--- config.mk ---
export PLATFORM = sky130hd
export DESIGN_NAME = bas_front
export DESIGN_NICKNAME = d
export VERILOG_FILES = /design/src/rtl/bas_pkg.sv /design/src/rtl/bas_front.sv
export SDC_FILE = /design/constraint.sdc
export NUM_CORES = 1
export LEC_CHECK = 0
export BUFFER_PORTS_ARGS = -buffer_cell sky130_fd_sc_hd__buf_2
export CORE_MARGIN = 2
export CORE_UTILIZATION = 60
export CTS_BUF_LIST = sky130_fd_sc_hd__clkbuf_8
export DETAILED_ROUTE_END_ITERATION = 8
export PLACE_DENSITY = 0.8
export SYNTH_ARGS = -nofsm -noshare
export SYNTH_HDL_FRONTEND = slang
export SYNTH_SLANG_ARGS = --single-unit
--- constraint.sdc ---
create_clock -name clk -period 8.8 [get_ports clk]
set_input_delay 1.76 -clock clk [delete_from_list [all_inputs] [get_ports clk]]
set_output_delay 1.76 -clock clk [all_outputs]
set_load 0.03 [all_outputs]
--- src/rtl/bas_pkg.sv ---
// Shared types, widths and helper functions for the bearing and avoidance steering block.
package bas_pkg;

  // Fixed datapath widths (independent of coordinate width)
  localparam int RAD_W      = 64;  // scaled squared length fed to the root chain
  localparam int REM_W      = 34;  // root partial remainder
  localparam int ROOT_W     = 32;  // vector length, 15+ fraction bits
  localparam int NUM_W      = 54;  // cosine dividend
  localparam int QUO_W      = 24;  // cosine quotient, unsigned Q8.16
  localparam int DREM_W     = 32;  // divider partial remainder
  localparam int SQRT_STEPS = 32;
  localparam int DIV_STEPS  = 24;
  localparam int ANG_W      = 10;  // angles 0..719 in intermediate math

  localparam logic [QUO_W-1:0] COS_MAX = 24'd6553600;  // 100.0 in Q8.16
  localparam logic [QUO_W-1:0] SEG1    = 24'd3932160;  // 60.0
  localparam logic [QUO_W-1:0] SEG2    = 24'd5898240;  // 90.0
  localparam logic [QUO_W-1:0] SEG3    = 24'd6488064;  // 99.0

  localparam logic [ANG_W-1:0] DEG_90  = 10'd90;
  localparam logic [ANG_W-1:0] DEG_180 = 10'd180;
  localparam logic [ANG_W-1:0] DEG_270 = 10'd270;
  localparam logic [ANG_W-1:0] DEG_360 = 10'd360;

  // Per-item side information that travels with the datapath
  typedef struct packed {
    logic       action;
    logic [8:0] heading;
    logic       dx_neg;
    logic       dz_neg;
    logic       zero;
  } side_t;

  // Floor of v/5, exact for v below 1024
  function automatic logic [7:0] div5(input logic [9:0] v);
    logic [17:0] p;
    begin
      p = 18'(v) * 18'd205;
      div5 = p[17:10];
    end
  endfunction

  // Angle c lies on the arc from a to b
  function automatic logic in_arc(input logic [ANG_W-1:0] a, input logic [ANG_W-1:0] b,
                                  input logic [ANG_W-1:0] c);
    begin
      if (a < b) in_arc = (c >= a) && (b >= c);
      else       in_arc = (b >= c) || ((c >= a) && (c <= DEG_360));
    end
  endfunction

  // Add an offset below 360 and wrap once
  function automatic logic [ANG_W-1:0] wrap_add(input logic [ANG_W-1:0] a,
                                                input logic [ANG_W-1:0] b);
    logic [ANG_W-1:0] s;
    begin
      s = a + b;
      wrap_add = (s >= DEG_360) ? s - DEG_360 : s;
    end
  endfunction

endpackage

--- src/rtl/bas_front.sv ---
// Front stages: offset vector, magnitudes, squares and the root/divider operands.
module bas_front #(
  parameter int COORD_BITS = 16
) (
  input  logic                         clk,
  input  logic                         rst,
  input  logic                         in_valid,
  input  logic                         action,
  input  logic [COORD_BITS-1:0]        target_x,
  input  logic [COORD_BITS-1:0]        target_z,
  input  logic [COORD_BITS-1:0]        robot_x,
  input  logic [COORD_BITS-1:0]        robot_z,
  input  logic [8:0]                   heading,
  output logic                         out_valid,
  output bas_pkg::side_t               out_side,
  output logic [bas_pkg::RAD_W-1:0]    out_rad,
  output logic [bas_pkg::NUM_W-1:0]    out_num
);

  localparam int CB     = COORD_BITS;
  localparam int NPW    = CB + 7;
  localparam int RAD_SH = 62 - 2 * CB;
  localparam int NUM_SH = 47 - CB;

  logic signed [CB:0] dx, dz;
  logic        [CB:0] dx_abs, dz_abs;
  logic        [8:0]  h_red;

  logic               v1, v2;
  bas_pkg::side_t     side1, side2;
  logic [CB-1:0]      adx1, adz1;
  logic [2*CB-1:0]    sqx2, sqz2;
  logic [NPW-1:0]     np2;
  logic [2*CB:0]      ssum;

  // Form the offset vector and its magnitudes
  always_comb begin
    dx     = $signed({target_x[CB-1], target_x}) - $signed({robot_x[CB-1], robot_x});
    dz     = $signed({target_z[CB-1], target_z}) - $signed({robot_z[CB-1], robot_z});
    dx_abs = dx[CB] ? (CB+1)'(-dx) : (CB+1)'(dx);
    dz_abs = dz[CB] ? (CB+1)'(-dz) : (CB+1)'(dz);
    h_red  = (heading >= 9'd360) ? heading - 9'd360 : heading;
  end

  // Stage one: magnitudes and flags
  always_ff @(posedge clk) begin
    if (rst) v1 <= 1'b0;
    else     v1 <= in_valid;
    side1.action  <= action;
    side1.heading <= h_red;
    side1.dx_neg  <= dx[CB];
    side1.dz_neg  <= dz[CB];
    side1.zero    <= (dx == '0) && (dz == '0);
    adx1          <= dx_abs[CB-1:0];
    adz1          <= dz_abs[CB-1:0];
  end

  // Stage two: squares and scaled numerator
  always_ff @(posedge clk) begin
    if (rst) v2 <= 1'b0;
    else     v2 <= v1;
    side2 <= side1;
    sqx2  <= (2*CB)'(adx1) * (2*CB)'(adx1);
    sqz2  <= (2*CB)'(adz1) * (2*CB)'(adz1);
    np2   <= NPW'(adz1) * NPW'(100);
  end

  assign ssum = {1'b0, sqx2} + {1'b0, sqz2};

  // Stage three: align operands for the root and divider chains
  always_ff @(posedge clk) begin
    if (rst) out_valid <= 1'b0;
    else     out_valid <= v2;
    out_side <= side2;
    out_rad  <= bas_pkg::RAD_W'(ssum) << RAD_SH;
    out_num  <= bas_pkg::NUM_W'(np2) << NUM_SH;
  end

endmodule

==> run_results.csv <==
group,metric,value,unit
timing,setup_viol,0,
cts,clockBufferDepth,3,
worst_setup_path,crit_path_start_kind,"register",
worst_setup_path,cp-end-kind,"register",
floorplan,rows,73,
placed_design,gp_congestion,0.888,
hold_path,hold_path_end,"side2[8]",
worst_setup_path,crit_type,"reg2reg",
timing,final.setup.worst_slack,1250,ps
drt,postRouteAntennaNets,0,
timing,fin_crit_sh,85.8,%
hold_path,worstHoldPathType,"reg2reg",
logic_synthesis,synth-seq-cells,210,
finish,fill_cells,3303,
worst_setup_path,cp.arrival,8010,ps
worst_setup_path,worst-r2r-setup-slack,1250,ps
finish,antennaDiodeCount,0,
finish,fin_util,64.9,%
logic_synthesis,avgSynthCellArea,9.18,um^2
worst_setup_path,rr_worst_depth,23,
timing,finClkSkew,23.6,ps
timing,drv_slew,0,
placed_design,dp_cells,3248,
cts,clk_latency,580,ps
logic_synthesis,seq_area_frac_synth,17.4,%
logic_synthesis,synthFlopType,"dfxtp_1",
worst_setup_path,max_stage_delay,580,ps
cts,root_buffer,"clkbuf_8",
worst_setup_path,required,9260,ps
finish,fin_cells,3316,
cts,post-cts-setup-buffers,0,
logic_synthesis,synth_area,24100,um^2
global_routing,antenna_found_initial,4,
cts,htree_num_levels,2,
logic_synthesis,synth_area_leaders,"fa_1 28%, dfxtp_1 17%, ha_1 17%, inv_1 9.8%, xnor2_1 3.7%",
global_routing,track_usage,25.0,%
floorplan,io_pins,209,
worst_setup_path,critical_path_buf_inv_count,5,
cts,hold_buffers,0,
floorplan,dieArea,41800,um^2
drt,drt_first_pass_iters,7,
timing,finalCriticalPeriod,7550,ps
logic_synthesis,synth_cells,2625,
logic_synthesis,synth_top_area_share,28.1,%
worst_setup_path,path_max_fanout,10,
drt,vias_per_cell,5.22,
floorplan,die_height,204,um
floorplan,initial_core_util,60.6,%
logic_synthesis,synth_edf_count,0,
logic_synthesis,synth-warning-count,0,
timing,max_slew_margin,44.4,%
floorplan,die_w,204,um
logic_synthesis,synthTopCellsByCount,"631 x inv_1, 338 x fa_1, 326 x ha_1",
floorplan,core,39700,um^2
finish,drive_gt1_share,8.42,%
drt,drt_iter0_drc,847,
hold_path,holdPathStages,0,
job,max_cap_violations,0,
logic_synthesis,yosysMostFrequentCell,"inv_1",
run_status,status,"finished clean",
cts,cts_buffers,37,
cts,cts_tree,"built",
global_routing,grt.overflow.total,0,
placed_design,hpwl,41300,um
finish,syn_to_final_growth,7.02,%
worst_setup_path,cp_slowest_cell,"dfxtp_1",
drt,num_vias,17300,
timing,fmax,132,MHz
drt,post-route-drc-count,0,
worst_setup_path,r2r-end,"sqz2[31]",
cts,clk_pin_slew,70,ps
timing,hold_violations,0,
worst_setup_path,path_cells,"clkinv_1, nor2_1, inv_1, fa_1, fa_1, inv_1, fa_1, fa_1, fa_1, inv_1, fa_1, inv_1, ha_1, and3_1, a221o_1, a21oi_1, nor3b_1, a21oi_1, o21ai_0, a21boi_0, o41ai_1, o2111ai_1, xnor2_1",
drt,wl,49000,um
worst_setup_path,cpLargestDelayFamily,"adder cells",
timing,worst_pin_slew,833,ps
placed_design,port_buffers,144,
worst_setup_path,cpMostUsedCell,"fa_1",
timing,rsz0062_at_grt,"no",
timing,fin_tns_setup,0,ps
logic_synthesis,yosys.area.top_type,"fa_1",
drt,wl_per_cell,14.8,um
cts,numClockSinks,210,
logic_synthesis,synth-async-reset-ratio,0,%
finish,final_nets,3503,
worst_setup_path,r2r_start,"adz1[6]",
logic_synthesis,ys_types,74,
global_routing,grt_max_degree,20,
placed_design,post-place-ws,1300,ps
global_routing,grt_pass1_wl,84500,um
hold_path,holdCritStartpoint,"side1[8]",
global_routing,grt_pass1_vias,18400,
cts,cts_resized,0,
-- layout by cell type (no fill, tap or decap), drive strengths merged, types with 10 or more instances in the layout --
cell type and n:
a21o 50, a21oi 93, a31oi 18, and2 58, buf 146, clkbuf 43
clkinv 10, conb 64, dfxtp 210, fa 338, ha 326, inv 645
nand2 179, nand2b 14, nand3 24, nor2 137, nor2b 29, nor3 29
o21a 25, o21ai 49, o21bai 16, xnor2 103, xor2 50
-- how the worst max path moves through the flow --
stage | start | cells after the start | end
floorplan | adz1[15] | 24 | sqz2[31]
global placement | adz1[10] | 21 | sqz2[31]
detailed placement | adz1[6] | 23 | sqz2[29]
CTS | adz1[6] | 23 | sqz2[31]
global route | adz1[6] | 23 | sqz2[31]
finish | adz1[6] | 23 | sqz2[31]
-- final cells by class --
type                            instances  area [um^2]  area share (%)
Inverter                              635         2380            9.24
Tap cell                              525          657            2.55
Sequential cell                       210         4200            16.3
Timing Repair Buffer                  146          736            2.85
Multi-Input combinational cell       1732        17100            66.2
Clock inverter                         25          136           0.529
Clock buffer                           43          592            2.29
-- worst reg2reg max path, delay by kind of cell (launching register included) --
kind            cells  cell delay [ps]
compound gates      7             1790
xor+xnor            1              160
fa+ha+maj           7             3390
buf+inv             5              670
flops               1              580
simple gates        3              840
-- per-layer routing --
| metal | track usage (%) | part of all wire [%] | vias up |
|---|---|---|---|
| met5 | 0 | 0.051 | - |
| met4 | 7.30 | 2.2 | 4 |
| li1 | - | - | 8316 |
| met1 | 31.4 | 42 | 8448 |
| met3 | 3.33 | 5.3 | 84 |
| met2 | 44.7 | 50 | 473 |
-- cell families after synthesis --
kind of cell / after synthesis / synth area share [%]
other: 1 / 0.0156
flip-flops: 210 / 17.4
buffers and inverters: 746 / 12.7
adder cells (fa/ha/maj): 664 / 45.0
AND/OR/NAND/NOR: 521 / 10.1
XOR/XNOR: 153 / 5.56
AO/OA/AOI/OAI: 326 / 9.01
multiplexers: 4 / 0.187
-- sequential cells by signal, indices dropped and copies added, names as in the netlist --
name       cells
out_side      13
v2             1
np2           20
out_rad       33
v1             1
sqx2          31
adz1          16
sqz2          31
side1         13
out_valid      1
side2         13
out_num       21
adx1          16
-- stage by stage --
step / hold slack, ps / cell area (um^2)
floorplan: 310 / 24300
global placement: 310 / 25100
detailed placement: 312 / 25100
CTS: 307 / 25800
global route: 321 / 25800
finish: 315 / 25800
Power is not shown: default switching activity piles up to over one toggle a cycle in this logic, so the estimate is an artifact.
