**src/rtl/bas_pkg.sv**
```systemverilog
// Shared types, widths and helper functions for the bearing and avoidance steering block.
package bas_pkg;

  // Fixed datapath widths (independent of coordinate width)
  localparam int RAD_W      = 64;  // scaled squared length fed to the root chain
  localparam int REM_W      = 34;  // root partial remainder
  localparam int ROOT_W     = 32;  // vector length, 15+ fraction bits
  localparam int NUM_W      = 54;  // cosine dividend
  localparam int QUO_W      = 24;  // cosine quotient, unsigned Q8.16
  localparam int DREM_W     = 32;  // divider partial remainder
  localparam int SQRT_STEPS = 32;
  localparam int DIV_STEPS  = 24;
  localparam int ANG_W      = 10;  // angles 0..719 in intermediate math

  localparam logic [QUO_W-1:0] COS_MAX = 24'd6553600;  // 100.0 in Q8.16
  localparam logic [QUO_W-1:0] SEG1    = 24'd3932160;  // 60.0
  localparam logic [QUO_W-1:0] SEG2    = 24'd5898240;  // 90.0
  localparam logic [QUO_W-1:0] SEG3    = 24'd6488064;  // 99.0

  localparam logic [ANG_W-1:0] DEG_90  = 10'd90;
  localparam logic [ANG_W-1:0] DEG_180 = 10'd180;
  localparam logic [ANG_W-1:0] DEG_270 = 10'd270;
  localparam logic [ANG_W-1:0] DEG_360 = 10'd360;

  // Per-item side information that travels with the datapath
  typedef struct packed {
    logic       action;
    logic [8:0] heading;
    logic       dx_neg;
    logic       dz_neg;
    logic       zero;
  } side_t;

  // Floor of v/5, exact for v below 1024
  function automatic logic [7:0] div5(input logic [9:0] v);
    logic [17:0] p;
    begin
      p = 18'(v) * 18'd205;
      div5 = p[17:10];
    end
  endfunction

  // Angle c lies on the arc from a to b
  function automatic logic in_arc(input logic [ANG_W-1:0] a, input logic [ANG_W-1:0] b,
                                  input logic [ANG_W-1:0] c);
    begin
      if (a < b) in_arc = (c >= a) && (b >= c);
      else       in_arc = (b >= c) || ((c >= a) && (c <= DEG_360));
    end
  endfunction

  // Add an offset below 360 and wrap once
  function automatic logic [ANG_W-1:0] wrap_add(input logic [ANG_W-1:0] a,
                                                input logic [ANG_W-1:0] b);
    logic [ANG_W-1:0] s;
    begin
      s = a + b;
      wrap_add = (s >= DEG_360) ? s - DEG_360 : s;
    end
  endfunction

endpackage

```
**src/rtl/bas_back.sv**
```systemverilog
// Back stages: arccos line fit, quadrant mirroring and steering decision.
module bas_back #(
  parameter int AVOID_OFFSET = 85
) (
  input  logic                       clk,
  input  logic                       rst,
  input  logic                       in_valid,
  input  bas_pkg::side_t             in_side,
  input  logic [bas_pkg::QUO_W-1:0]  in_quo,
  output logic                       done,
  output logic                       turn,
  output logic [8:0]                 steer_angle,
  output logic [8:0]                 bearing
);

  localparam logic [bas_pkg::ANG_W-1:0] OFF = bas_pkg::ANG_W'(AVOID_OFFSET);
  localparam logic [bas_pkg::ANG_W-1:0] OFF_L = bas_pkg::ANG_W'(360 - AVOID_OFFSET);

  logic [bas_pkg::QUO_W-1:0]   c;
  logic [31:0]                 x1, x2, x3, x4;
  logic [6:0]                  fit;
  logic                        v1;
  bas_pkg::side_t              side1;
  logic [6:0]                  fit1;
  logic [bas_pkg::ANG_W-1:0]   ang, h, h90, h180, h270, steer;
  logic                        t;

  // Saturate the cosine and evaluate the four line segments
  always_comb begin
    c  = (in_quo > bas_pkg::COS_MAX) ? bas_pkg::COS_MAX : in_quo;
    x1 = 32'd29491200 - 32'(c) * 32'd3;
    x2 = 32'd35389440 - (32'(c) - 32'(bas_pkg::SEG1)) * 32'd9;
    x3 = 32'd1769472  - (32'(c) - 32'(bas_pkg::SEG2)) * 32'd2;
    x4 = 32'd589824   - (32'(c) - 32'(bas_pkg::SEG3)) * 32'd9;
    if (c < bas_pkg::SEG1)      fit = 7'(bas_pkg::div5(x1[25:16]));
    else if (c < bas_pkg::SEG2) fit = 7'(bas_pkg::div5({1'b0, x2[25:17]}));
    else if (c < bas_pkg::SEG3) fit = x3[22:16];
    else                        fit = x4[22:16];
  end

  // Hold the fitted angle
  always_ff @(posedge clk) begin
    if (rst) v1 <= 1'b0;
    else     v1 <= in_valid;
    side1 <= in_side;
    fit1  <= fit;
  end

  // Mirror into the quadrant and decide the steering
  always_comb begin
    ang = bas_pkg::ANG_W'(fit1);
    if (side1.dz_neg) ang = bas_pkg::DEG_180 - ang;
    if (side1.dx_neg) ang = bas_pkg::DEG_360 - ang;
    if (side1.zero)   ang = '0;
    h    = bas_pkg::ANG_W'(side1.heading);
    h90  = bas_pkg::wrap_add(h, bas_pkg::DEG_90);
    h180 = bas_pkg::wrap_add(h, bas_pkg::DEG_180);
    h270 = bas_pkg::wrap_add(h, bas_pkg::DEG_270);
    if (!side1.action) begin
      t     = 1'b1;
      steer = ang;
    end else if (!(bas_pkg::in_arc(h, h90, ang) || bas_pkg::in_arc(h270, h, ang))) begin
      t     = 1'b0;
      steer = h;
    end else begin
      t = 1'b1;
      if (bas_pkg::in_arc(h, h180, ang)) steer = bas_pkg::wrap_add(ang, OFF_L);
      else                               steer = bas_pkg::wrap_add(ang, OFF);
    end
  end

  // Register the result
  always_ff @(posedge clk) begin
    if (rst) done <= 1'b0;
    else     done <= v1;
    turn        <= t;
    steer_angle <= steer[8:0];
    bearing     <= ang[8:0];
  end

endmodule

```
**config.mk**
```make
export PLATFORM = sky130hd
export DESIGN_NAME = bas_back
export DESIGN_NICKNAME = d
export VERILOG_FILES = /design/src/rtl/bas_pkg.sv /design/src/rtl/bas_back.sv
export SDC_FILE = /design/constraint.sdc
export NUM_CORES = 1
export LEC_CHECK = 0
export BUFFER_PORTS_ARGS = -buffer_cell sky130_fd_sc_hd__buf_2
export CAP_MARGIN = 20
export CORE_AREA = 2 2 166 168
export DETAILED_ROUTE_END_ITERATION = 7
export DIE_AREA = 0 0 168 170
export PLACE_DENSITY_LB_ADDON = 0.2
export REMOVE_ABC_BUFFERS = 1
export SKIP_CTS_REPAIR_TIMING = 1
export SLEW_MARGIN = 20
export SYNTH_ARGS = -nofsm -noshare
export SYNTH_HDL_FRONTEND = slang
export SYNTH_SLANG_ARGS = --single-unit
```
**constraint.sdc**
```tcl
create_clock -name clk -period 21 [get_ports clk]
set_input_delay 4.2 -clock clk [delete_from_list [all_inputs] [get_ports clk]]
set_output_delay 4.2 -clock clk [all_outputs]
set_load 0.1 [all_outputs]
```
==> summary.md <==
| Metric | Value |
|---|---|
| Status | `completed` |
| Critical path startpoint category | `input port` |
| Area Overhead vs Synth | `5.88%` |
| CTS Root Cell | `clkbuf_16` |
| Diodes inserted | `0` |
| Top Metal Used | `met4` |
| Routed length on met3 | `approximately 1100 um` |
| DR pass1 iterations | `6` |
| Crit path time final | `between 10000 and 15000 ps` |
| Clk_lat worst skew | `roughly 300 ps` |
| DR iter-0 viols | `444` |
| Fin crit share | `0.623` |
| DRC viols | `0` |
| GP Congestion | `approximately 0.89` |
| CTS tree | `built` |
| Share of cells above drive strength 1 | `0.0731` |
| CP Max Fanout | `20` |
| Clock skew | `a little under 10 ps` |
| Post-synth EDFFs | `0` |
| Chip height | `170 um` |
| Sink Count | `41` |
| Largest cells by area after synthesis | `ha_1 (32%), dfxtp_1 (6.9%), inv_1 (6.7%)` |
| CP Data Required Time | `21220 ps` |
| Vias in the first global route | `9939` |
| Die X | `168 um` |
| Largest net degree at the start of global routing | `21` |
| Max clock buf depth | `2` |
| Setup violators final | `0` |
| RSZ-0062 raised after global routing | `no` |
| GRT Resource Usage Total | `0.205` |
| Pins over their slew limit | `0` |
| Sequential fraction of the synthesis area | `0.0692` |
| MaxCap Viol Count | `0` |
| Yosys cell types | `100` |
| Crit. End Element | `flip-flop` |
| Minimum hold slack | `439 ps` |
| Starting Density | `0.445` |
| Final nets | `around 1900` |
| Routed WL per cell | `15.7 um` |
| # rows | `60` |
| CTS buffer count | `5` |
| Slew HR | `0.414` |
| Cells after Synth | `1485` |
| Worst min-delay path class | `reg -> reg` |
| FFs w/ async S/R, synth | `0` |
| Initial antenna violation count | `0` |
| Most numerous cell in the Yosys netlist | `ha_1` |
| HPWL after DPL | `around 25000 um` |
| Final Hold Vio Count | `0` |
| Synth Cell Area | `11900 um^2` |
| Worst-Margin Slew | `878 ps` |
| Area leader, netlist | `ha_1` |
| Warnings, synthesis | `0` |
| Via count | `about 10000` |
| CP max stage delay | `610 ps` |
| Setup CP Type | `in -> reg` |
| Grt total ovfl | `0` |
| Die ar. | `28600 um^2` |
| Vias per cell | `~5.5` |
| FF+latch count, synth | `just over 40` |
| Slowest-stage cell, CP | `a41o_1` |
| Synth top area share | `0.318` |
| Peak Freq | `around 76 MHz` |
| CP dominant cell by count | `ha_1` |
| Length of routed wiring on met1 | `14300 um` |
| First-pass GRT wire length | `48400 um` |
| Core footprint | `around 27000 um^2` |
| WL final | `29300 um` |
| H-tree levels | `2` |
| # port buffers | `a little under 60` |
| # IOs | `60` |
| Post-route setup TNS | `0 ps` |
| Routed Antenna Nets | `0` |
| Post-Syn Area per Cell | `7.99 um^2` |
| Synth cell count leaders | `ha_1 (302), inv_1 (211), a21oi_1 (107)` |
| Ys flop type | `dfxtp_1` |
| Worst-path clk slew | `60 ps` |
| Arrival @ worst endpoint | `approximately 13000 ps` |
| Met2 routed WL | `13500 um` |
## worst max-delay path, delay by kind of cell
family	cells	cell delay [ps]
simple gates	10	2520
xor+xnor	2	620
buf+inv	5	460
fa+ha+maj	8	2730
mux	1	200
compound gates	10	2570
## per-stage QoR
stage | std cells | utilization | setup slack [ps] | area [um^2]
floorplan | 1450 | - | 8890 | 11700
global placement | 1852 | 0.466 | 7800 | 12400
detailed placement | 1852 | 0.466 | 7750 | 12400
CTS | 1860 | 0.471 | 7990 | 12600
global route | 1860 | 0.471 | 7140 | 12600
finish | 1860 | 0.471 | 7920 | 12600
## sequential cells by signal (all words and copies together), names as in the netlist
name and count:
bearing 9, side1 4, fit1 7, turn 1
v1 1, done 1, h 9, steer_angle 9
## logic make-up (layout without fill, tap and decap cells)
family                   count (synthesis)  after routing  synth area share
XOR/XNOR                               120            120            0.0908
multiplexers                            25             25            0.0228
AND/OR/NAND/NOR                        352            352             0.154
adder cells (fa/ha/maj)                338            338             0.379
AO/OA/AOI/OAI                          347            347             0.196
other                                    2              8          0.000633
flip-flops                              41             41            0.0692
buffers and inverters                  260            288            0.0871
## final timing paths
kind                               startpoint                      to  slack, ps  cells after the start
worst min register to register  v1$_SDFF_PP0_         done$_SDFF_PP0_        440                      1
worst max register to register   h[3]$_DFF_P_  steer_angle[3]$_DFF_P_      14810                     24
worst min-delay path            v1$_SDFF_PP0_         done$_SDFF_PP0_        440                      1
worst max-delay path               in_quo[23]         fit1[5]$_DFF_P_       7920                     36
## layout make-up
| cell class | count | area [um^2] |
|---|---|---|
| clock buffers | 5 | 125 |
| multi-input cells | 1190 | 10000 |
| inverters | 219 | 830 |
| flip-flops and latches | 41 | 821 |
| fillers | 2710 | 14100 |
| well taps | 341 | 427 |
| repair buffers | 61 | 310 |
| clock inverters | 3 | 17.5 |
## metal layers
metal  global-route usage  vias to the layer above
li1                     -                     5289
met1                0.279                     4774
met2                0.355                      215
met3               0.0207                       30
met4               0.0393                        0
met5                    0                        -
## placed cells by master (no fill, tap or decap), drive strengths merged, types with 7 or more instances in the layout
cell type / Yosys / routed
ha: 302 / 302
inv: 216 / 216
a21oi: 109 / 109
nand2: 95 / 95
xnor2: 79 / 79
nor2: 66 / 66
buf: 18 / 61
o21ai: 61 / 61
dfxtp: 41 / 41
xor2: 41 / 41
fa: 36 / 36
a21o: 30 / 30
nand3: 30 / 30
nor3: 24 / 24
mux2i: 22 / 22
nand2b: 20 / 20
nor2b: 19 / 19
and2: 16 / 16
o21a: 13 / 13
o21bai: 13 / 13
nand4: 13 / 13
or3: 12 / 12
and3: 12 / 12
a31oi: 12 / 12
o211ai: 12 / 12
o2111ai: 10 / 10
nor4: 10 / 10
o221ai: 9 / 9
a211oi: 8 / 8
conb: 2 / 8
or2: 8 / 8
or4: 7 / 7
Power is left out: the tool's default activity adds up to more than one toggle a clock period on the data nets, which glitch-free logic cannot reach.
