## src/rtl/bas_pkg.sv

```systemverilog
// Shared types, widths and helper functions for the bearing and avoidance steering block.
package bas_pkg;

  // Fixed datapath widths (independent of coordinate width)
  localparam int RAD_W      = 64;  // scaled squared length fed to the root chain
  localparam int REM_W      = 34;  // root partial remainder
  localparam int ROOT_W     = 32;  // vector length, 15+ fraction bits
  localparam int NUM_W      = 54;  // cosine dividend
  localparam int QUO_W      = 24;  // cosine quotient, unsigned Q8.16
  localparam int DREM_W     = 32;  // divider partial remainder
  localparam int SQRT_STEPS = 32;
  localparam int DIV_STEPS  = 24;
  localparam int ANG_W      = 10;  // angles 0..719 in intermediate math

  localparam logic [QUO_W-1:0] COS_MAX = 24'd6553600;  // 100.0 in Q8.16
  localparam logic [QUO_W-1:0] SEG1    = 24'd3932160;  // 60.0
  localparam logic [QUO_W-1:0] SEG2    = 24'd5898240;  // 90.0
  localparam logic [QUO_W-1:0] SEG3    = 24'd6488064;  // 99.0

  localparam logic [ANG_W-1:0] DEG_90  = 10'd90;
  localparam logic [ANG_W-1:0] DEG_180 = 10'd180;
  localparam logic [ANG_W-1:0] DEG_270 = 10'd270;
  localparam logic [ANG_W-1:0] DEG_360 = 10'd360;

  // Per-item side information that travels with the datapath
  typedef struct packed {
    logic       action;
    logic [8:0] heading;
    logic       dx_neg;
    logic       dz_neg;
    logic       zero;
  } side_t;

  // Floor of v/5, exact for v below 1024
  function automatic logic [7:0] div5(input logic [9:0] v);
    logic [17:0] p;
    begin
      p = 18'(v) * 18'd205;
      div5 = p[17:10];
    end
  endfunction

  // Angle c lies on the arc from a to b
  function automatic logic in_arc(input logic [ANG_W-1:0] a, input logic [ANG_W-1:0] b,
                                  input logic [ANG_W-1:0] c);
    begin
      if (a < b) in_arc = (c >= a) && (b >= c);
      else       in_arc = (b >= c) || ((c >= a) && (c <= DEG_360));
    end
  endfunction

  // Add an offset below 360 and wrap once
  function automatic logic [ANG_W-1:0] wrap_add(input logic [ANG_W-1:0] a,
                                                input logic [ANG_W-1:0] b);
    logic [ANG_W-1:0] s;
    begin
      s = a + b;
      wrap_add = (s >= DEG_360) ? s - DEG_360 : s;
    end
  endfunction

endpackage

```

## src/rtl/bas_div_cell.sv

```systemverilog
// One cell of the restoring divider chain: resolves one quotient bit per cycle.
module bas_div_cell (
  input  logic                          clk,
  input  logic                          rst,
  input  logic                          in_valid,
  input  bas_pkg::side_t                in_side,
  input  logic [bas_pkg::DREM_W-1:0]    in_rem,
  input  logic [bas_pkg::QUO_W-1:0]     in_dvd,
  input  logic [bas_pkg::QUO_W-1:0]     in_quo,
  input  logic [bas_pkg::ROOT_W-1:0]    in_len,
  output logic                          out_valid,
  output bas_pkg::side_t                out_side,
  output logic [bas_pkg::DREM_W-1:0]    out_rem,
  output logic [bas_pkg::QUO_W-1:0]     out_dvd,
  output logic [bas_pkg::QUO_W-1:0]     out_quo,
  output logic [bas_pkg::ROOT_W-1:0]    out_len
);

  logic [bas_pkg::DREM_W:0] cur, dif;
  logic                     ge;

  // Shift in one dividend bit and compare against the length
  always_comb begin
    cur = {in_rem, in_dvd[bas_pkg::QUO_W-1]};
    dif = cur - {1'b0, in_len};
    ge  = cur >= {1'b0, in_len};
  end

  // Advance to the neighbor cell
  always_ff @(posedge clk) begin
    if (rst) out_valid <= 1'b0;
    else     out_valid <= in_valid;
    out_side <= in_side;
    out_rem  <= ge ? dif[bas_pkg::DREM_W-1:0] : cur[bas_pkg::DREM_W-1:0];
    out_dvd  <= in_dvd << 1;
    out_quo  <= {in_quo[bas_pkg::QUO_W-2:0], ge};
    out_len  <= in_len;
  end

endmodule

```

## config.mk

```make
export PLATFORM = sky130hd
export DESIGN_NAME = bas_div_cell
export DESIGN_NICKNAME = d
export VERILOG_FILES = /design/src/rtl/bas_pkg.sv /design/src/rtl/bas_div_cell.sv
export SDC_FILE = /design/constraint.sdc
export NUM_CORES = 1
export LEC_CHECK = 0
export ABC_CLOCK_PERIOD_IN_PS = 3500
export BUFFER_PORTS_ARGS = -buffer_cell sky130_fd_sc_hd__buf_2
export CORE_UTILIZATION = 40
export CTS_CLUSTER_DIAMETER = 80
export DETAILED_ROUTE_END_ITERATION = 10
export PLACE_DENSITY = 0.74
export SLEW_MARGIN = 10
export SYNTH_ARGS = -nofsm -noshare
export SYNTH_HDL_FRONTEND = slang
export SYNTH_SLANG_ARGS = --single-unit
```

## constraint.sdc

```tcl
create_clock -name clk -period 3.5 [get_ports clk]
set_clock_uncertainty 0.2 [all_clocks]
set_input_delay 0.525 -clock clk [delete_from_list [all_inputs] [get_ports clk]]
set_output_delay 0.525 -clock clk [all_outputs]
set_load 0.01 [all_outputs]
```

==> results of run 1 <==
==> synthesized netlist by cell type (4+ instances only) <==
| cell | count |
|---|---|
| nor2b_1 | 4 |
| buf_4 | 4 |
| xnor2_1 | 15 |
| mux2_2 | 6 |
| nand4_1 | 8 |
| a21o_1 | 12 |
| nand2_1 | 26 |
| dfxtp_1 | 125 |
| nand3_1 | 8 |
| a31oi_1 | 5 |
| o211ai_1 | 4 |
| ha_1 | 32 |
| inv_1 | 38 |
| xor2_1 | 12 |
| mux2_1 | 4 |
| nor4_1 | 4 |
| a21oi_1 | 56 |
| buf_2 | 8 |
| o21a_1 | 6 |
| o21ai_0 | 16 |
| nor2_1 | 35 |
| clkbuf_1 | 6 |
==> path summary, 6_finish.rpt <==
path | endpoint | slack, ps | depth (start not counted)
max | out_rem[30]$_DFF_P_ | 300 | 13
min | out_side[8]$_DFF_P_ | 20 | 1
==> per-stage QoR <==
step                total power [W]  std cells  cell area, sq um  hold WS, ps
floorplan                  0.002058        473              4730        352.7
global placement           0.002377        872              6260        426.9
detailed placement         0.002387        872              6260        428.6
CTS                        0.004046        940              7199       0.3889
global route               0.004219        949              7297       -1.921
finish                     0.004040        949              7297        20.01
==> timing repair <==
item,CTS,global route
setup endpoints to repair,0,1
resized for setup,0,1
setup buffers,0,0
hold buffers,39,9
endpoints found under the hold margin,39,9
==> metal layers <==
metal  routed length (um)  vias up  share of wire, %  track usage, %
met5                    0        -                 0               0
met4                  232        0               1.6           7.022
met3                  847       17               5.9           7.928
met2                 7379      174                52           41.70
met1                 5805     2166                41           25.58
li1                     -     2269                 -               -
==> registers in the layout, indices dropped and copies added, names as in the netlist <==
name	cells
out_side	13
out_quo	24
out_dvd	23
out_len	32
out_rem	32
out_valid	1
==> logic make-up (layout without fill, tap and decap cells) <==
| family | Yosys count | after routing | share of synthesized area (%) |
|---|---|---|---|
| buf+inv | 57 | 390 | 5.079 |
| other cells | 1 | 1 | 0.07929 |
| xor+xnor | 27 | 27 | 5.000 |
| fa+ha+maj | 33 | 33 | 8.889 |
| compound gates | 119 | 119 | 15.48 |
| simple gates | 100 | 100 | 9.974 |
| mux | 11 | 11 | 2.592 |
| flops | 125 | 125 | 52.91 |
==> cell type report <==
cell class	instances	area share (%)
timing repair buffer	323	26.44
clock inverter	9	1.269
tap	143	2.452
inverter	38	1.955
sequential	125	34.29
multi-input combinational	291	27.33
clock buffer	20	6.259
==> power groups by stage <==
| stage | registers [W] | clock network, W | logic, W |
|---|---|---|---|
| 6_report | 0.00159 | 0.00163 | 0.000819 |
| 5_1_grt | 0.00161 | 0.00172 | 0.000895 |
| 4_1_cts | 0.00159 | 0.00164 | 0.000807 |
| 3_5_place_dp | 0.00162 | 0 | 0.000763 |
| 3_3_place_gp | 0.00162 | 0 | 0.000756 |
| 2_1_floorplan | 0.00170 | 0 | 0.000356 |
==> results.py, run 1 <==
metrics = {
    "route": {
        "drtAntennaViolNets": 0,
        "drt_total_wl_mm": 14.26,
        "wire_per_inst_um": 15.03,
        "drc_violation_count_after_routing": 0,
        "detail_route.vias_per_cell": 4.875,
        "first_pass_iters": 4,
        "dr_total_vias": 4626,
        "initial_drc_count": 235,
    },
    "global_route": {
        "grt_pass1_wl_mm": 22.38,
        "antenna_found_initial": 0,
        "remaining_global_route_overflow": 0,
        "first_global_vias": 4523,
        "global_route_usage_over_all_layers_pct": 23.18,
        "grt_start_max_net_pins": 24,
    },
    "setup_path": {
        "cp_common_cell": "a21oi_1",
        "timing.critical_path.slowest_stage_cell": "fa_1",
        "cp_data_arrival_time_ps": 3300,
        "worstPathBufferInverterCount": 2,
        "timing.critical_path.from_type": "input pin",
        "critPathMaxStageDelay_ps": 390,
        "critical_path.endpoint_type": "flop",
        "cp_data_required_time_ps": 3590,
        "timing.setup.critical_path_class": "input pin to flop",
        "timing.critical_path.from": "in_dvd[23]",
        "critical_path.max_fanout": 3,
        "cp_top_family": "compound AO/OA/AOI/OAI gates",
        "cp_cell_instances": "buf_2 > inv_1 > ha_1 > fa_1 > nand2b_1 > a21oi_1 > o21ai_0 > o311a_1 > a31oi_1 > a21oi_1 > o41ai_2 > xor2_1 > mux2_1",
    },
    "placed_design": {
        "portBuffers": 251,
        "finalWeightedCongestion": 0.8551,
        "preCtsSetupSlack_ps": -136.4,
        "hpwl_mm": 10.15,
    },
    "min_path": {
        "holdCritStartpoint": "in_side[8]",
        "worst_hold_path_type": "input pin to flop",
    },
    "yosys": {
        "predominant_post_synthesis_flop_cell": "dfxtp_1",
        "yosysUniqueCellTypes": 49,
        "synthDominantAreaCellType": "dfxtp_1",
        "synthCells": 473,
        "post_synth_main_area_contributors": "dfxtp_1 (53%), ha_1 (8.5%), a21oi_1 (5.9%)",
        "asyncSetResetFlopFracSynth_pct": 0,
        "seq_area_frac_synth_pct": 52.91,
        "ys.warnings.count": 0,
        "synth.ff_latch_count": 125,
        "postSynthAreaPerCell_sq_um": 9.999,
        "number_of_enable_type_register_cells_in_the_synthesized_netlist": 0,
        "synth.net_count": 634,
        "synth_area_sq_um": 4730,
        "top_cell_type_s_share_of_synthesized_area_pct": 52.91,
    },
    "final_layout": {
        "num-fill-cells": 914,
        "area_growth_from_synthesis_to_final_layout_pct": 54.29,
        "final_layout_net_count": 957,
        "final_cell_mix": "buf_2 (251), dfxtp_1 (125), a21oi_1 (56), dlygate4sd3_1 (48), inv_1 (38)",
        "postLayoutCoreUtil_pct": 63.63,
        "layout.cells.most_common": "buf_2",
        "multi_input_area_sq_um": 1994,
        "area.sequential_sq_um": 2502,
        "antennaDiodeCount": 0,
        "post_route_cells_drive_above_1_share_pct": 38.96,
    },
    "timing": {
        "finalSetupViolCount": 0,
        "period_needed_ps": 3202,
        "finalHoldViolCount": 0,
        "min_period_over_period_pct": 91.49,
        "drv_slew": 0,
        "clock.fmax_ghz": 0.3123,
        "worstMarginPinSlew_ps": 582.7,
        "timing.setup.tns_ps": 0,
        "setup_slack_ps": 298.0,
        "slew-limit-headroom_pct": 60.97,
        "rsz0062_at_grt": "false",
    },
    "clocking": {
        "clock_sink_count": 125,
        "clockRootBuffer": "clkbuf_16",
        "clock_pin_slew_of_the_registers_on_the_worst_case_setup_and_hold_paths_ps": 50,
        "cts-buffers-inserted": 17,
        "max-clock-path-buffers": 2,
        "tritoncts_clock_tree": "done",
        "cts.htree.levels": 4,
    },
    "power_and_ir_drop": {
        "total_switching_power_w": 0.001086,
        "cellLeakagePower_nw": 3.651,
        "power.share.sequential_pct": 39.5,
        "power.share.switching_pct": 26.89,
        "irDropWorstVdd_mv": 0.4469,
        "power.share.combinational_pct": 20.3,
        "internal-power_w": 0.002954,
        "power.share.clock_pct": 40.3,
        "power_density_nw_per_um2": 553.6,
    },
    "floorplanning": {
        "floorplan_die_area_sq_um": 12260,
        "fp.coreArea_sq_um": 11470,
        "core.rowCount": 39,
        "initial_cell_density_of_the_core_pct": 41.24,
        "ios": 254,
        "fp.dieH_um": 110.7,
        "die-width_um": 110.7,
    },
    "run_status": {
        "run_status": "completed",
    },
    "job": {
        "drv.max_cap_violation_count": 0,
    },
}
(Power assumes the default switching activity.)
==> run 2: changes to the inputs <==
--- a/config.mk
+++ b/config.mk
@@ -7,10 +7,10 @@
 export LEC_CHECK = 0
 export ABC_CLOCK_PERIOD_IN_PS = 3500
 export BUFFER_PORTS_ARGS = -buffer_cell sky130_fd_sc_hd__buf_2
-export CORE_UTILIZATION = 40
+export CORE_UTILIZATION = 30
 export CTS_CLUSTER_DIAMETER = 80
 export DETAILED_ROUTE_END_ITERATION = 10
-export PLACE_DENSITY = 0.74
+export PLACE_DENSITY = 0.58
 export SLEW_MARGIN = 10
 export SYNTH_ARGS = -nofsm -noshare
 export SYNTH_HDL_FRONTEND = slang
==> constraint.sdc (replaced) <==
create_clock -name clk -period 3.5 [get_ports clk]
set_clock_uncertainty 0.2 [all_clocks]
set_input_delay 0.175 -clock clk [delete_from_list [all_inputs] [get_ports clk]]
set_output_delay 0.175 -clock clk [all_outputs]
set_load 0.01 [all_outputs]
==> run 2 against run 1 <==
Net effect:
- the flow now finishes with violations (negative hold slack)
- via count is 4.0% higher
- critical path depth is the same
- combinational power rose by 7.6%
- sequential power about the same
- clock-buffer cell count is 3 lower
- setup slack lost 150 ps
- maximum frequency shrank 4.6%
- critical endpoint is now out_rem[8]$_DFF_P_
==> results.py, run 2 (same netlist as run 1, synthesis figures left out) <==
metrics = {
    "run_status": {
        "run_status": "complete, but fails checks",
        "violations": "negative hold slack",
    },
    "clocking": {
        "max-clock-path-buffers": 2,
        "cts-buffers-inserted": 17,
        "hold_buffers": 125,
        "clockRootBuffer": "clkbuf_16",
        "cts.htree.levels": 4,
        "clock_sink_count": 125,
        "clock_pin_slew_of_the_registers_on_the_worst_case_setup_and_hold_paths_ps": 60,
        "cts_setup_buffers": 0,
        "tritoncts_clock_tree": "done",
    },
    "floorplanning": {
        "ios": 254,
        "floorplan_die_area_sq_um": 16270,
        "initial_cell_density_of_the_core_pct": 30.88,
        "core.rowCount": 45,
        "fp.dieH_um": 127.6,
        "fp.coreArea_sq_um": 15310,
        "die-width_um": 127.6,
    },
    "setup_path": {
        "critical_path.endpoint_type": "flop",
        "cp_data_required_time_ps": 3600,
        "cp_data_arrival_time_ps": 3450,
        "timing.critical_path.from_type": "input pin",
        "timing.setup.critical_path_class": "input pin to flop",
        "critical_path.max_fanout": 25,
    },
    "timing": {
        "slew-limit-headroom_pct": 63.13,
        "clock.fmax_ghz": 0.2980,
        "drv_slew": 0,
        "period_needed_ps": 3356,
        "timing.hold.ws_ps": -167.3,
        "finalHoldViolCount": 1,
        "worstMarginPinSlew_ps": 550.4,
        "finalSetupViolCount": 0,
        "min_period_over_period_pct": 95.88,
        "rsz0062_at_grt": "true",
    },
    "global_route": {
        "first_global_vias": 4863,
        "grt_pass1_wl_mm": 23.67,
        "grt_start_max_net_pins": 30,
        "global_route_usage_over_all_layers_pct": 18.85,
        "antenna_found_initial": 0,
        "remaining_global_route_overflow": 0,
    },
    "placed_design": {
        "hpwl_mm": 10.56,
        "detailed_place.area_sq_um": 6290,
        "finalWeightedCongestion": 0.7799,
        "portBuffers": 251,
    },
    "power_and_ir_drop": {
        "design_power_total_w": 0.004238,
        "irDropWorstVdd_mv": 0.3009,
        "power_density_nw_per_um2": 519.2,
        "cellLeakagePower_nw": 3.973,
    },
    "job": {
        "drv.max_cap_violation_count": 0,
    },
    "route": {
        "wire_per_inst_um": 14.15,
        "drtAntennaViolNets": 0,
        "dr_wl_met2_mm": 7.854,
        "first_pass_iters": 5,
        "topRoutingLayerUsed": "met5",
        "dr_total_vias": 4812,
        "drc_violation_count_after_routing": 0,
        "initial_drc_count": 145,
        "drt_total_wl_mm": 15.39,
        "detail_route.vias_per_cell": 4.423,
        "dr_wl_met3_um": 904,
        "drt-met1-wl_mm": 6.287,
    },
    "min_path": {
        "whs_path_depth": 3,
        "worst_hold_path_type": "input pin to flop",
    },
    "final_layout": {
        "final_area_sq_um": 8163,
        "final_cell_mix": "buf_2 (251), dlygate4sd3_1 (125), dfxtp_1 (125), a21oi_1 (55), inv_1 (38)",
        "layout.cells.most_common": "buf_2",
        "reg.largest.list": "out_len: 32 flops, out_rem: 32 flops, out_quo: 24 flops",
        "antennaDiodeCount": 0,
        "final_layout_net_count": 1025,
        "area_growth_from_synthesis_to_final_layout_pct": 72.59,
        "post_route_cells_drive_above_1_share_pct": 35.69,
    },
}
## run 2: cell count changes in the layout (fill, tap and decap cells not counted), sizes merged
| cell | previous run | this run |
|---|---|---|
| clkinv | 2 | 1 |
| dlygate4sd3 | 48 | 125 |
| clkinvlp | 6 | 2 |
| buf | 275 | 266 |
| clkbuf | 20 | 17 |
| inv | 38 | 49 |
## run 2: final cells by class
class / instances / area (sq um)
tap: 211 / 264.0
sequential: 125 / 2502
clock buffer: 17 / 425.4
inverter: 38 / 142.6
clock inverter: 15 / 165.2
multi-input combinational: 291 / 2018
timing repair buffer: 391 / 2645
fill: 1397 / 7152
## run 2: worst paths after layout
kind | slack, ps | startpoint | endpoint
min | -170 | in_dvd[23] | out_rem[0]$_DFF_P_
max | 140 | in_len[18] | out_rem[8]$_DFF_P_
## run 2: metal layers
layer	vias to the layer above	GRT usage [%]
met5	-	0
met4	2	7.423
met3	24	5.067
met2	169	34.72
met1	2217	20.41
li1	2400	-
## run 2: worst max-delay path, stage by stage
cell and delay [ps]:
dlygate4sd3_1 550, buf_2 120, inv_1 50, ha_1 290, nand4_1 210, or4_1 520, a21oi_1 150, nor3_1 100
a211oi_2 250, o21ai_2 130, o31ai_4 330, buf_12 220, mux2_2 340
## run 2: where the power goes
part / internal (W) / leakage, nW / switching (W)
clock: 0.00102 / 0.287 / 0.000749
sequential: 0.00156 / 1.05 / 0.0000297
combinational: 0.000439 / 2.63 / 0.000442
total: 0.00302 / 3.97 / 0.00122
## run 2: timing repair
| item | 4_1_cts | 5_1_grt |
|---|---|---|
| setup endpoints to repair | 0 | 10 |
| endpoints found under the hold margin | 124 | 1 |
| resized for setup | 0 | 6 |
## run 2: stage by stage
step,worst slack (ps),util [%],instances,setup TNS (ps)
2_1_floorplan,493.1,-,473,0
3_3_place_gp,130.4,41.07,931,0
3_5_place_dp,115.1,41.07,931,0
4_1_cts,17.39,53.10,1088,0
5_1_grt,-17.81,53.30,1088,-17.81
6_report,144.3,53.30,1088,0
==> run 3: changes to the inputs <==
--- a/config.mk
+++ b/config.mk
@@ -7,10 +7,10 @@
 export LEC_CHECK = 0
 export ABC_CLOCK_PERIOD_IN_PS = 3500
 export BUFFER_PORTS_ARGS = -buffer_cell sky130_fd_sc_hd__buf_2
-export CORE_UTILIZATION = 30
+export CORE_UTILIZATION = 25
 export CTS_CLUSTER_DIAMETER = 80
 export DETAILED_ROUTE_END_ITERATION = 10
-export PLACE_DENSITY = 0.58
+export PLACE_DENSITY = 0.5
 export SLEW_MARGIN = 10
 export SYNTH_ARGS = -nofsm -noshare
 export SYNTH_HDL_FRONTEND = slang
==> run 3 against run 2 <==
Net effect:
- final area up 0.89%
- combinational power increased by 0.6%
- setup slack improved by 64 ps
- global-route usage fell by 2.9 points
- the flow now finishes without violations
- highest routed layer is now met4
- sequential share of layout area decreased by 0.27 points
==> results.py, run 3 (same netlist as run 1, synthesis figures left out) <==
metrics = {
    "run_status": {
        "run_status": "completed",
    },
    "route": {
        "drtAntennaViolNets": 0,
        "initial_drc_count": 126,
        "drt_total_wl_mm": 15.41,
        "first_pass_iters": 4,
        "dr_total_vias": 4788,
        "detail_route.vias_per_cell": 4.306,
        "wire_per_inst_um": 13.86,
        "drc_violation_count_after_routing": 0,
    },
    "final_layout": {
        "multi_input_area_sq_um": 2001,
        "num-fill-cells": 1765,
        "antennaDiodeCount": 0,
        "postLayoutCoreUtil_pct": 45.08,
        "layout.cells.most_common": "buf_2",
        "post_route_cells_drive_above_1_share_pct": 35.56,
        "final_layout_net_count": 1031,
        "area.sequential_sq_um": 2502,
        "area_growth_from_synthesis_to_final_layout_pct": 74.13,
        "final_cell_mix": "buf_2 (251), dlygate4sd3_1 (127), dfxtp_1 (125), a21oi_1 (56), inv_1 (38)",
        "reg.largest.list": "out_len: 32 flops, out_rem: 32 flops, out_quo: 24 flops",
    },
    "power_and_ir_drop": {
        "irDropWorstVdd_mv": 0.3095,
        "total_switching_power_w": 0.001204,
        "internal-power_w": 0.003100,
        "power.share.clock_pct": 42.4,
        "power.share.combinational_pct": 20.6,
        "power_density_nw_per_um2": 522.6,
        "cellLeakagePower_nw": 4.013,
        "power.share.switching_pct": 27.97,
        "design_power_total_w": 0.004304,
        "power.share.sequential_pct": 37.0,
    },
    "timing": {
        "slew-limit-headroom_pct": 60.07,
        "finalHoldViolCount": 0,
        "worstMarginPinSlew_ps": 596.2,
        "rsz0062_at_grt": "false",
        "finalSetupViolCount": 0,
        "period_needed_ps": 3292,
        "timing.setup.tns_ps": 0,
        "drv_slew": 0,
        "min_period_over_period_pct": 94.05,
        "clock.fmax_ghz": 0.3038,
    },
    "setup_path": {
        "worstPathBufferInverterCount": 3,
        "cp_top_family": "buffers and inverters",
        "cp_cell_instances": "dlygate4sd3_1 > buf_2 > ha_1 > nand4_1 > or4_1 > a21oi_1 > nor3_1 > a211oi_2 > o21ai_2 > o31ai_4 > buf_12 > mux2_1",
        "critical_path.endpoint_type": "flop",
        "timing.setup.critical_path_class": "input pin to flop",
        "cp_data_arrival_time_ps": 3390,
        "critPathMaxStageDelay_ps": 560,
        "cp_data_required_time_ps": 3600,
        "timing.critical_path.from_type": "input pin",
        "timing.critical_path.slowest_stage_cell": "dlygate4sd3_1",
        "critical_path.max_fanout": 33,
    },
    "min_path": {
        "holdPathEnd": "out_rem[1]$_DFF_P_",
        "whs_path_depth": 4,
        "worst_hold_path_type": "input pin to flop",
        "holdCritStartpoint": "in_len[0]",
    },
    "floorplanning": {
        "fp.dieH_um": 139.5,
        "die-width_um": 139.5,
        "ios": 254,
        "fp.coreArea_sq_um": 18270,
        "floorplan_die_area_sq_um": 19470,
        "initial_cell_density_of_the_core_pct": 25.89,
        "core.rowCount": 49,
    },
    "placed_design": {
        "portBuffers": 251,
        "finalWeightedCongestion": 0.7785,
        "hpwl_mm": 11.05,
    },
    "job": {
        "drv.max_cap_violation_count": 0,
    },
    "clocking": {
        "cts.htree.levels": 4,
        "tritoncts_clock_tree": "done",
        "clock_sink_count": 125,
        "max-clock-path-buffers": 2,
        "clock_pin_slew_of_the_registers_on_the_worst_case_setup_and_hold_paths_ps": 60,
        "clockRootBuffer": "clkbuf_16",
        "cts-buffers-inserted": 17,
    },
    "global_route": {
        "antenna_found_initial": 0,
        "first_global_vias": 4865,
        "grt_start_max_net_pins": 34,
        "remaining_global_route_overflow": 0,
        "grt_pass1_wl_mm": 24.24,
        "global_route_usage_over_all_layers_pct": 15.94,
    },
}
-- run 3: metal layers --
layer	wire (um)	global-route usage, %	vias to the layer above
met2	7825	29.44	163
met4	63	4.685	0
met5	0	0	-
met3	951	4.474	2
met1	6570	17.67	2195
li1	-	-	2428
-- run 3: layout make-up --
cell class | count | share of cell area [%]
clock inverter | 14 | 2.051
tap | 229 | 3.479
sequential | 125 | 30.39
multi-input combinational | 291 | 24.29
clock buffer | 18 | 5.333
timing repair buffer | 397 | 32.73
inverter | 38 | 1.732
-- run 3: how the worst max path moves through the flow --
stage | from | end | slack [ps] | cells after the start
2_1_floorplan | in_len[7] | out_rem[13]$_DFF_P_ | 490 | 12
3_3_place_gp | in_dvd[23] | out_rem[30]$_DFF_P_ | 90 | 13
3_5_place_dp | in_dvd[23] | out_rem[30]$_DFF_P_ | 100 | 13
4_1_cts | in_rem[0] | out_rem[30]$_DFF_P_ | 120 | 13
5_1_grt | in_len[14] | out_rem[26]$_DFF_P_ | 20 | 13
6_report | in_rem[17] | out_rem[26]$_DFF_P_ | 210 | 12
-- run 3: repair_timing --
action,4_1_cts,5_1_grt
buffers inserted,0,0
endpoints found under the hold margin,124,2
endpoints found under the setup margin,0,1
hold buffers,124,3
resized for setup,0,2
-- run 3: per-stage QoR --
step / hold slack (ps) / setup slack, ps / cells / cell area [sq um]
final: 105.9 / 208.4 / 1112 / 8235
after global routing: 120.3 / 23.18 / 1112 / 8235
after CTS: -335.1 / 121.3 / 1109 / 8192
after detailed placement: 78.59 / 101.8 / 953 / 6342
after global placement: 77.37 / 94.15 / 953 / 6342
after floorplan: 2.717 / 493.1 / 473 / 4730
-- run 3: power groups by stage --
stage               logic, W  registers (W)  clock network [W]
global placement    0.000775        0.00162                  0
floorplan           0.000356        0.00170                  0
detailed placement  0.000773        0.00162                  0
global route        0.000973        0.00160            0.00194
CTS                 0.000888        0.00159            0.00188
finish              0.000886        0.00159            0.00183
